`config.mk`:
```
export PLATFORM = sky130hd
export DESIGN_NAME = lru_block_buffer_with_pinning_unit
export DESIGN_NICKNAME = d
export VERILOG_FILES = /design/src/lbb_pkg.sv /design/src/lbb_ram.sv /design/src/lru_block_buffer_with_pinning_unit.sv
export SDC_FILE = /design/constraint.sdc
export NUM_CORES = 1
export LEC_CHECK = 0
export BUFFER_PORTS_ARGS = -buffer_cell sky130_fd_sc_hd__buf_2
export CORE_ASPECT_RATIO = 0.7
export CORE_MARGIN = 2
export CORE_UTILIZATION = 60
export CTS_CLUSTER_SIZE = 30
export DETAILED_ROUTE_END_ITERATION = 12
export HOLD_SLACK_MARGIN = 0.02
export PLACE_DENSITY_LB_ADDON = 0.15
export SYNTH_ARGS = -nofsm -noshare
export SYNTH_HDL_FRONTEND = slang
export SYNTH_HIERARCHICAL = 1
export SYNTH_SLANG_ARGS = --single-unit
```
`constraint.sdc`:
```
create_clock -name clk -period 5.07 [get_ports clk]
set_input_delay 0.7605 -clock clk [delete_from_list [all_inputs] [get_ports clk]]
set_output_delay 0.7605 -clock clk [all_outputs]
set_load 0.01 [all_outputs]
```
`src/lbb_pkg.sv`:
```
// ----------------------------------------------------------------------------
// lbb_pkg
// shared types and constants of the lru block buffer engine
// ----------------------------------------------------------------------------
package lbb_pkg;

	localparam int unsigned FILE_W  = 8;
	localparam int unsigned BLOCK_W = 16;
	localparam int unsigned TAG_W   = FILE_W + BLOCK_W;
	localparam int unsigned PIN_W   = 16;
	localparam int unsigned SLOT_W  = 4;

	localparam logic [1:0] STATUS_OK         = 2'd0;
	localparam logic [1:0] STATUS_READ_FAIL  = 2'd1;
	localparam logic [1:0] STATUS_ALL_PINNED = 2'd2;

	localparam logic CMD_READ  = 1'b0;
	localparam logic CMD_WRITE = 1'b1;

	typedef enum logic [12:0] {
		ST_IDLE     = 13'b0000000000001,
		ST_TSCAN_RD = 13'b0000000000010,
		ST_TSCAN_CK = 13'b0000000000100,
		ST_OSCAN_RD = 13'b0000000001000,
		ST_OSCAN_CK = 13'b0000000010000,
		ST_SHIFT_RD = 13'b0000000100000,
		ST_SHIFT_WR = 13'b0000001000000,
		ST_TAIL_WR  = 13'b0000010000000,
		ST_FILL     = 13'b0000100000000,
		ST_PSCAN_RD = 13'b0001000000000,
		ST_PSCAN_CK = 13'b0010000000000,
		ST_VIC_RD   = 13'b0100000000000,
		ST_VIC_CK   = 13'b1000000000000
	} state_t;

endpackage

```
`src/lbb_ram.sv`:
```
// ----------------------------------------------------------------------------
// lbb_ram
// generic simple dual port ram, one write and one registered read per cycle
// ----------------------------------------------------------------------------
module lbb_ram #(
	parameter int unsigned WIDTH = 8,
	parameter int unsigned DEPTH = 16
) (
	input  logic                     clk,
	input  logic                     we,
	input  logic [$clog2(DEPTH)-1:0] waddr,
	input  logic [WIDTH-1:0]         wdata,
	input  logic [$clog2(DEPTH)-1:0] raddr,
	output logic [WIDTH-1:0]         rdata
);

	logic [WIDTH-1:0] mem_q [DEPTH];

	always_ff @(posedge clk) begin
		if (we) begin
			mem_q[waddr] <= wdata;
		end
		rdata <= mem_q[raddr];
	end

endmodule

```
`src/lru_block_buffer_with_pinning_unit.sv`:
```
// ----------------------------------------------------------------------------
// lru_block_buffer_with_pinning_unit
// tag and lru replacement engine for a pool of disk-block slots with pinning
// ----------------------------------------------------------------------------
// A request (start high while busy is low) names a file and block. The engine
// answers with exactly one result, shown for one cycle with done high; the
// receiver cannot stall it. How long a request takes depends on walking the
// tag ram and the recency ram one entry at a time through their single read
// ports. A hit searches the tags up to its slot; when the slot is unpinned,
// it also locates the slot in the recency list, closes the gap and appends
// it. A miss searches all used tags, after which a failed fetch ends at once,
// a fill takes the next free slot, and a miss in a full pool scans the list
// up to and including the first unpinned entry and then reads the victim's
// tag, or ends at the end of the list when every slot is pinned. busy drops
// in the cycle that shows done, so the next request can be taken right then.
// pin_mask may only be written while busy is low. No clearing pass is needed
// after reset.
// ----------------------------------------------------------------------------
module lru_block_buffer_with_pinning_unit #(
	parameter int unsigned SLOTS = 16
) (
	input  logic                        clk,
	input  logic                        arst_n,
	input  logic                        start,
	output logic                        busy,
	input  logic                        cmd,
	input  logic [lbb_pkg::FILE_W-1:0]  file_id,
	input  logic [lbb_pkg::BLOCK_W-1:0] block_number,
	input  logic                        disk_read_ok,
	input  logic                        content_changed,
	input  logic                        pin_mask_we,
	input  logic [lbb_pkg::PIN_W-1:0]   pin_mask_wdata,
	output logic                        done,
	output logic                        hit,
	output logic [lbb_pkg::SLOT_W-1:0]  slot,
	output logic                        evicted,
	output logic [lbb_pkg::FILE_W-1:0]  victim_file,
	output logic [lbb_pkg::BLOCK_W-1:0] victim_block,
	output logic                        write_back,
	output logic [1:0]                  status
);

	// slot index width and fill count width
	localparam int unsigned SW = (SLOTS > 1) ? $clog2(SLOTS) : 1;
	localparam int unsigned CW = $clog2(SLOTS + 1);

	lbb_pkg::state_t state_q;

	// request latched at accept
	logic                        cmd_q;
	logic [lbb_pkg::FILE_W-1:0]  file_q;
	logic [lbb_pkg::BLOCK_W-1:0] blk_q;
	logic                        ok_q;
	logic                        chg_q;

	// scan position, chosen slot, fill count, head of the circular lru list
	logic [CW-1:0] k_q;
	logic [SW-1:0] s_q;
	logic [CW-1:0] used_q;
	logic [SW-1:0] head_q;

	logic [lbb_pkg::PIN_W-1:0] pin_mask_q;
	logic [SLOTS-1:0]          dirty_q;
	logic [SLOTS-1:0]          pin_vec;

	// result registers
	logic                        done_q;
	logic                        hit_q;
	logic [lbb_pkg::SLOT_W-1:0]  slot_q;
	logic                        evicted_q;
	logic [lbb_pkg::FILE_W-1:0]  vfile_q;
	logic [lbb_pkg::BLOCK_W-1:0] vblk_q;
	logic                        wb_q;
	logic [1:0]                  status_q;

	// ram ports
	logic                       tag_we;
	logic [SW-1:0]              tag_waddr;
	logic [SW-1:0]              tag_raddr;
	logic [lbb_pkg::TAG_W-1:0]  tag_rdata;
	logic                       ord_we;
	logic [SW-1:0]              ord_waddr;
	logic [SW-1:0]              ord_wdata;
	logic [SW-1:0]              ord_raddr;
	logic [SW-1:0]              ord_rdata;

	logic tag_match;
	logic set_dirty;
	logic last_pos;

	// slots from 16 upward have no pin bit
	for (genvar i = 0; i < SLOTS; i++) begin : g_pin
		if (i < lbb_pkg::PIN_W) begin : g_has
			assign pin_vec[i] = pin_mask_q[i];
		end else begin : g_none
			assign pin_vec[i] = 1'b0;
		end
	end

	// logical lru position to physical recency ram address
	function automatic logic [SW-1:0] phys(input logic [CW-1:0] pos, input logic [SW-1:0] hd);
		logic [SW:0] sum;
		sum = {1'b0, hd} + (SW + 1)'(pos);
		if (sum >= (SW + 1)'(SLOTS)) begin
			sum = sum - (SW + 1)'(SLOTS);
		end
		return sum[SW-1:0];
	endfunction

	assign tag_match = (tag_rdata == {file_q, blk_q});
	assign set_dirty = (cmd_q == lbb_pkg::CMD_WRITE) && chg_q;
	assign last_pos  = ((CW + 1)'(k_q) + (CW + 1)'(1)) >= (CW + 1)'(used_q);

	lbb_ram #(
		.WIDTH (lbb_pkg::TAG_W),
		.DEPTH (SLOTS)
	) u_tag_ram (
		.clk   (clk),
		.we    (tag_we),
		.waddr (tag_waddr),
		.wdata ({file_q, blk_q}),
		.raddr (tag_raddr),
		.rdata (tag_rdata)
	);

	lbb_ram #(
		.WIDTH (SW),
		.DEPTH (SLOTS)
	) u_order_ram (
		.clk   (clk),
		.we    (ord_we),
		.waddr (ord_waddr),
		.wdata (ord_wdata),
		.raddr (ord_raddr),
		.rdata (ord_rdata)
	);

	// ram address and write control per state
	always_comb begin
		tag_we    = 1'b0;
		tag_waddr = s_q;
		tag_raddr = k_q[SW-1:0];
		ord_we    = 1'b0;
		ord_waddr = phys(k_q, head_q);
		ord_wdata = ord_rdata;
		ord_raddr = phys(k_q, head_q);
		case (state_q)
			lbb_pkg::ST_VIC_RD: begin
				tag_raddr = s_q;
			end
			lbb_pkg::ST_VIC_CK: begin
				tag_we = 1'b1;
			end
			lbb_pkg::ST_FILL: begin
				// free slots are taken in index order
				tag_we    = 1'b1;
				tag_waddr = used_q[SW-1:0];
				ord_we    = 1'b1;
				ord_waddr = phys(used_q, head_q);
				ord_wdata = used_q[SW-1:0];
			end
			lbb_pkg::ST_SHIFT_RD: begin
				ord_raddr = phys(k_q + CW'(1), head_q);
			end
			lbb_pkg::ST_SHIFT_WR: begin
				// close the gap: entry k takes entry k+1
				ord_we = 1'b1;
			end
			lbb_pkg::ST_TAIL_WR: begin
				// hit slot becomes most recent
				ord_we    = 1'b1;
				ord_waddr = phys(used_q - CW'(1), head_q);
				ord_wdata = s_q;
			end
			default: begin
			end
		endcase
	end

	always_ff @(posedge clk or negedge arst_n) begin
		if (!arst_n) begin
			state_q    <= lbb_pkg::ST_IDLE;
			used_q     <= '0;
			head_q     <= '0;
			pin_mask_q <= '0;
			dirty_q    <= '0;
			done_q     <= 1'b0;
		end else begin
			done_q <= 1'b0;
			if (pin_mask_we) begin
				pin_mask_q <= pin_mask_wdata;
			end
			case (state_q)
				lbb_pkg::ST_IDLE: begin
					if (start) begin
						k_q     <= '0;
						state_q <= lbb_pkg::ST_TSCAN_RD;
					end
				end
				lbb_pkg::ST_TSCAN_RD: begin
					if (k_q == used_q) begin
						// miss
						if (!ok_q) begin
							done_q    <= 1'b1;
							hit_q     <= 1'b0;
							slot_q    <= '0;
							evicted_q <= 1'b0;
							vfile_q   <= '0;
							vblk_q    <= '0;
							wb_q      <= 1'b0;
							status_q  <= lbb_pkg::STATUS_READ_FAIL;
							state_q   <= lbb_pkg::ST_IDLE;
						end else if (used_q < CW'(SLOTS)) begin
							state_q <= lbb_pkg::ST_FILL;
						end else begin
							k_q     <= '0;
							state_q <= lbb_pkg::ST_PSCAN_RD;
						end
					end else begin
						state_q <= lbb_pkg::ST_TSCAN_CK;
					end
				end
				lbb_pkg::ST_TSCAN_CK: begin
					if (tag_match) begin
						s_q <= k_q[SW-1:0];
						if (set_dirty) begin
							dirty_q[k_q[SW-1:0]] <= 1'b1;
						end
						if (pin_vec[k_q[SW-1:0]]) begin
							// pinned hit leaves the lru order alone
							done_q    <= 1'b1;
							hit_q     <= 1'b1;
							slot_q    <= lbb_pkg::SLOT_W'(k_q[SW-1:0]);
							evicted_q <= 1'b0;
							vfile_q   <= '0;
							vblk_q    <= '0;
							wb_q      <= 1'b0;
							status_q  <= lbb_pkg::STATUS_OK;
							state_q   <= lbb_pkg::ST_IDLE;
						end else begin
							k_q     <= '0;
							state_q <= lbb_pkg::ST_OSCAN_RD;
						end
					end else begin
						k_q     <= k_q + CW'(1);
						state_q <= lbb_pkg::ST_TSCAN_RD;
					end
				end
				lbb_pkg::ST_OSCAN_RD: begin
					state_q <= lbb_pkg::ST_OSCAN_CK;
				end
				lbb_pkg::ST_OSCAN_CK: begin
					if (ord_rdata == s_q) begin
						state_q <= lbb_pkg::ST_SHIFT_RD;
					end else begin
						k_q     <= k_q + CW'(1);
						state_q <= lbb_pkg::ST_OSCAN_RD;
					end
				end
				lbb_pkg::ST_SHIFT_RD: begin
					if (last_pos) begin
						state_q <= lbb_pkg::ST_TAIL_WR;
					end else begin
						state_q <= lbb_pkg::ST_SHIFT_WR;
					end
				end
				lbb_pkg::ST_SHIFT_WR: begin
					k_q     <= k_q + CW'(1);
					state_q <= lbb_pkg::ST_SHIFT_RD;
				end
				lbb_pkg::ST_TAIL_WR: begin
					done_q    <= 1'b1;
					hit_q     <= 1'b1;
					slot_q    <= lbb_pkg::SLOT_W'(s_q);
					evicted_q <= 1'b0;
					vfile_q   <= '0;
					vblk_q    <= '0;
					wb_q      <= 1'b0;
					status_q  <= lbb_pkg::STATUS_OK;
					state_q   <= lbb_pkg::ST_IDLE;
				end
				lbb_pkg::ST_FILL: begin
					used_q                <= used_q + CW'(1);
					dirty_q[used_q[SW-1:0]] <= set_dirty;
					done_q    <= 1'b1;
					hit_q     <= 1'b0;
					slot_q    <= lbb_pkg::SLOT_W'(used_q[SW-1:0]);
					evicted_q <= 1'b0;
					vfile_q   <= '0;
					vblk_q    <= '0;
					wb_q      <= 1'b0;
					status_q  <= lbb_pkg::STATUS_OK;
					state_q   <= lbb_pkg::ST_IDLE;
				end
				lbb_pkg::ST_PSCAN_RD: begin
					if (k_q == used_q) begin
						// every slot pinned, full rotation leaves order as it was
						done_q    <= 1'b1;
						hit_q     <= 1'b0;
						slot_q    <= '0;
						evicted_q <= 1'b0;
						vfile_q   <= '0;
						vblk_q    <= '0;
						wb_q      <= 1'b0;
						status_q  <= lbb_pkg::STATUS_ALL_PINNED;
						state_q   <= lbb_pkg::ST_IDLE;
					end else begin
						state_q <= lbb_pkg::ST_PSCAN_CK;
					end
				end
				lbb_pkg::ST_PSCAN_CK: begin
					if (!pin_vec[ord_rdata]) begin
						// rotating past pinned entries and the victim is a head move
						s_q     <= ord_rdata;
						head_q  <= phys(k_q + CW'(1), head_q);
						state_q <= lbb_pkg::ST_VIC_RD;
					end else begin
						k_q     <= k_q + CW'(1);
						state_q <= lbb_pkg::ST_PSCAN_RD;
					end
				end
				lbb_pkg::ST_VIC_RD: begin
					state_q <= lbb_pkg::ST_VIC_CK;
				end
				lbb_pkg::ST_VIC_CK: begin
					dirty_q[s_q] <= set_dirty;
					done_q    <= 1'b1;
					hit_q     <= 1'b0;
					slot_q    <= lbb_pkg::SLOT_W'(s_q);
					evicted_q <= 1'b1;
					vfile_q   <= tag_rdata[lbb_pkg::TAG_W-1:lbb_pkg::BLOCK_W];
					vblk_q    <= tag_rdata[lbb_pkg::BLOCK_W-1:0];
					wb_q      <= dirty_q[s_q];
					status_q  <= lbb_pkg::STATUS_OK;
					state_q   <= lbb_pkg::ST_IDLE;
				end
				default: begin
					state_q <= lbb_pkg::ST_IDLE;
				end
			endcase
		end
	end

	// request capture
	always_ff @(posedge clk) begin
		if (state_q == lbb_pkg::ST_IDLE && start) begin
			cmd_q  <= cmd;
			file_q <= file_id;
			blk_q  <= block_number;
			ok_q   <= disk_read_ok;
			chg_q  <= content_changed;
		end
	end

	assign busy         = (state_q != lbb_pkg::ST_IDLE);
	assign done         = done_q;
	assign hit          = hit_q;
	assign slot         = slot_q;
	assign evicted      = evicted_q;
	assign victim_file  = vfile_q;
	assign victim_block = vblk_q;
	assign write_back   = wb_q;
	assign status       = status_q;

endmodule

```
==> impl_summary.txt <==
----------------------------------------------------
[STA]
  Setup repair after global routing missed its margin ... false
  Fin Setup TNS ... 0 ns
  Count of endpoints failing hold in the final timing report ... 0
  Time the worst path needs with I/O delays and setup ... 3.88 ns
  Portion of the clock cycle consumed by the worst path in the final layout ... 0.765
  Worst clock skew ... 0.0324 ns
  Worst slew slack as a fraction of its limit ... 0.139
  Worst hold slack ... 0.143 ns
  Final number of max-transition violations ... 0
  Setup slack of the critical path after layout ... 1.19 ns
  Count of final setup violators ... 0
  Achievable frequency ... 258 MHz
  Tightest Pin Transition ... 1.27 ns

[Detailed routing]
  Antenna viol nets, final ... 0
  Remaining design rule violation count ... 0
  Total number of vias ... 13.2k
  TritonRoute pass-1 iters ... 7
  Average routed wire per standard cell ... ~27 µm
  Vias per std cell ... roughly 6.4
  Routed wire length ... about 54,000 µm
  DR iter-0 viols ... 1,573

[Critical path]
  Buffer and inverter count on the worst path ... 1
  CP max stage delay ... approximately 0.97 ns
  Critical setup path kind ... reg2reg
  Critical register-to-register path startpoint ... state_q[6]$_DFFE_PN0N_
  Max stage delay cell, worst path ... nor2_4
  Crit path DAT ... 4.07 ns
  Critical register-to-register path endpoint ... u_tag_ram/mem_q[9][16]$_DFFE_PP_
  Type of destination of the critical path ... register
  Critical-path maximum fanout ... 24
  Count of cells along the worst register-to-register path ... 6
  Worst setup SP type ... register
  Required time of the critical path ... 5.26 ns
  Flop2flop setup slack ... 1.19 ns
  Chain of cells forming the critical path ... nor4_4, and2_1, nand2_1, clkinv_1, nand3b_1, nor2_4
  Cell class contributing the biggest share of worst-path delay ... simple AND/OR/NAND/NOR gates

[Clock tree]
  Post-CTS Setup Inserts ... 0
  Number of buffers inserted by hold repair at cts ... 0
  CTS tree ... done
  Clock Pin Slew Worst Setup and Hold Paths ... about 0.060 ns
  Resized cells post-CTS ... 0
  Sink count of the clock tree ... 600
  Number of H-tree branching levels ... 2
  Maximum root-to-sink buffer count ... 3
  Clock Latency Late Sink ... 0.60 ns
  Number of buffers created by CTS ... 54
  Clock Root Buffer ... clkbuf_16

[GRT]
  Largest net degree at the start of global routing ... 58
  Grt ovf ... 0
  Initial antenna violation count ... 0
  GRT Resource Usage Total ... 0.260
  Via count of the first global-routing pass ... between 10k and 15k
  First-pass GRT wire length ... 81,900 µm

[Floorplan]
  IO Pins ... a little over 80
  Overall die width ... 247 µm
  Num rows ... 62
  Area of the die ... 42,900 µm²
  Area of the core region ... 40,800 µm²
  Initial Util ... 0.606
  Die Span Y ... 174 µm

[Yosys]
  Main flop type after synthesis ... edfxtp_1
  Register area share after synthesis ... 0.707
  Ranking of synthesized cells by area ... edfxtp_1 (63%), mux4_2 (9.8%), dfrtp_1 (5.5%)
  Number of flops mapped to enable cells by yosys ... 517
  Combined area of all synthesized cells ... 24,700 µm²
  Synth unique cells ... between 70 and 80
  Warnings from Yosys ... 6
  Number of register bits inferred by synthesis ... 600
  Portion of synthesized cell area occupied by the leading cell type ... 0.628
  Net count of the mapped netlist ... 1,439
  Mean Syn Cell Area ... between 15 and 20 µm²
  Number of standard cells after synthesis ... 1,362
  Largest area contributor in the netlist ... edfxtp_1
  Share of synthesized flip-flops with an asynchronous set or reset ... 0.0917

[Power]
  Clock Power Share ... 0.336
  Power Density ... 475 nW/µm²
  Gate power share ... 0.192
  Sw Pwr ... 0.00358 W
  Internal power contribution ... 0.00961 W
  Fraction of power spent switching nets ... 0.271
  Part of the total power dissipated in sequential elements ... 0.472
  Static leakage ... 9.69 nW
  VDD IR max ... 330 µV

[Final layout]
  Most common library cell in the layout ignoring fill and taps ... edfxtp_1
  Fraction of layout instances using a drive strength above 1 ... 0.239
  Ant. Diodes ... 0
  Most frequent cells in the layout ... edfxtp_1 (517), mux4_2 (107), buf_2 (81), nand2_1 (59), a22oi_1 (58)
  Net count reported at finish ... 1,531
  Design Area, Final ... approximately 28,000 µm²
  Final core occ ... 0.681
  Area Growth Syn to Fin ... 12.4%

[Status]
  Result of the run ... finished, final reports clean

[Place]
  Port-buffer cells ... between 80 and 90
  Detailed-placement wirelength estimate ... around 34,000 µm
  RD Place Congestion ... between 0.9 and 1
  Placed Area ... 25,800 µm²
  Worst slack after detailed placement ... between 1 and 1.5 ns

[Run]
  MaxCap Viol Count ... 0

[Min path]
  Hold/Removal Path Class ... in2async

----------------------------------------------------
layer usage:
layer  share of wire  global-route usage
met5               0                   0
met4           0.019              0.0570
met3           0.085              0.0546
met2            0.44               0.367
met1            0.46               0.423
cell families (layout without fill, tap and decap cells):
group                    Yosys count  in the layout  synth area share
flip-flops                       600            600             0.707
AND/OR/NAND/NOR                  252            252            0.0551
multiplexers                     164            164             0.134
AO/OA/AOI/OAI                    162            162            0.0498
buffers and inverters            100            238            0.0194
XOR/XNOR                          54             54            0.0191
adder cells (fa/ha/maj)           30             30            0.0164
per-stage QoR:
step | total power [W] | std cells
floorplan | 0.00804 | 1362
finish | 0.0132 | 2044
CTS | 0.0133 | 2044
global route | 0.0137 | 2044
global placement | 0.00880 | 1942
detailed placement | 0.00885 | 1942
cell usage after synthesis (6+ instances only):
master,number
mux2_2,21
a31oi_1,15
o21a_1,14
a22oi_1,58
nor2b_1,14
a21o_1,10
o21ai_0,10
dfrtp_1,54
dfxtp_1,28
edfxtp_1,517
nor3_1,15
nand4_1,10
buf_2,14
ha_1,26
inv_1,26
a32oi_1,7
xor2_1,38
nand3_1,26
mux4_1,18
nand2_1,59
clkbuf_1,43
nor2_1,47
mux4_2,107
nand3b_1,6
nor4_1,11
xnor2_1,16
mux2i_1,18
nand2b_1,7
a21oi_1,6
a221o_1,8
buf_6,8
and2_1,32
flip-flops by register name, indices dropped and copies added, names as in the netlist:
register / flops
u_order_ram/rdata: 4
file_q: 8
hit: 1
u_tag_ram/mem_q: 384
pin_mask_q: 16
head_q: 4
u_order_ram/mem_q: 64
status: 2
write_back: 1
victim_file: 8
chg_q: 1
blk_q: 16
used_q: 5
victim_block: 16
cmd_q: 1
s_q: 4
evicted: 1
k_q: 5
state_q: 13
slot: 4
ok_q: 1
done: 1
dirty_q: 16
u_tag_ram/rdata: 24
worst max-delay path by stage:
stage / depth (start not counted) / end / startpoint
after global placement: 6 / u_tag_ram/mem_q[13][0]$_DFFE_PP_ / state_q[6]$_DFFE_PN0N_
after detailed placement: 6 / u_tag_ram/mem_q[13][3]$_DFFE_PP_ / state_q[6]$_DFFE_PN0N_
after CTS: 6 / u_tag_ram/mem_q[13][15]$_DFFE_PP_ / state_q[6]$_DFFE_PN0N_
after global routing: 6 / u_tag_ram/mem_q[13][15]$_DFFE_PP_ / state_q[2]$_DFFE_PN0N_
final: 6 / u_tag_ram/mem_q[9][16]$_DFFE_PP_ / state_q[6]$_DFFE_PN0N_
after floorplan: 7 / u_tag_ram/mem_q[0][0]$_DFFE_PP_ / state_q[6]$_DFFE_PN0N_
area by class of cell:
cell class	instances	area (µm²)
clock buffers	73	1460
clock inverters	29	485
fillers	2644	13000
inverters	28	105
multi-input cells	662	6930
flip-flops and latches	600	17500
well taps	544	681
repair buffers	108	646
power by group through the flow:
stage / sequential, W / clock (W) / combinational, W
floorplan: 0.00614 / 0 / 0.00190
global placement: 0.00631 / 0 / 0.00249
detailed placement: 0.00633 / 0 / 0.00252
CTS: 0.00623 / 0.00451 / 0.00253
global route: 0.00628 / 0.00468 / 0.00276
finish: 0.00623 / 0.00443 / 0.00254
Note: power is estimated with default switching activity, not from simulation.
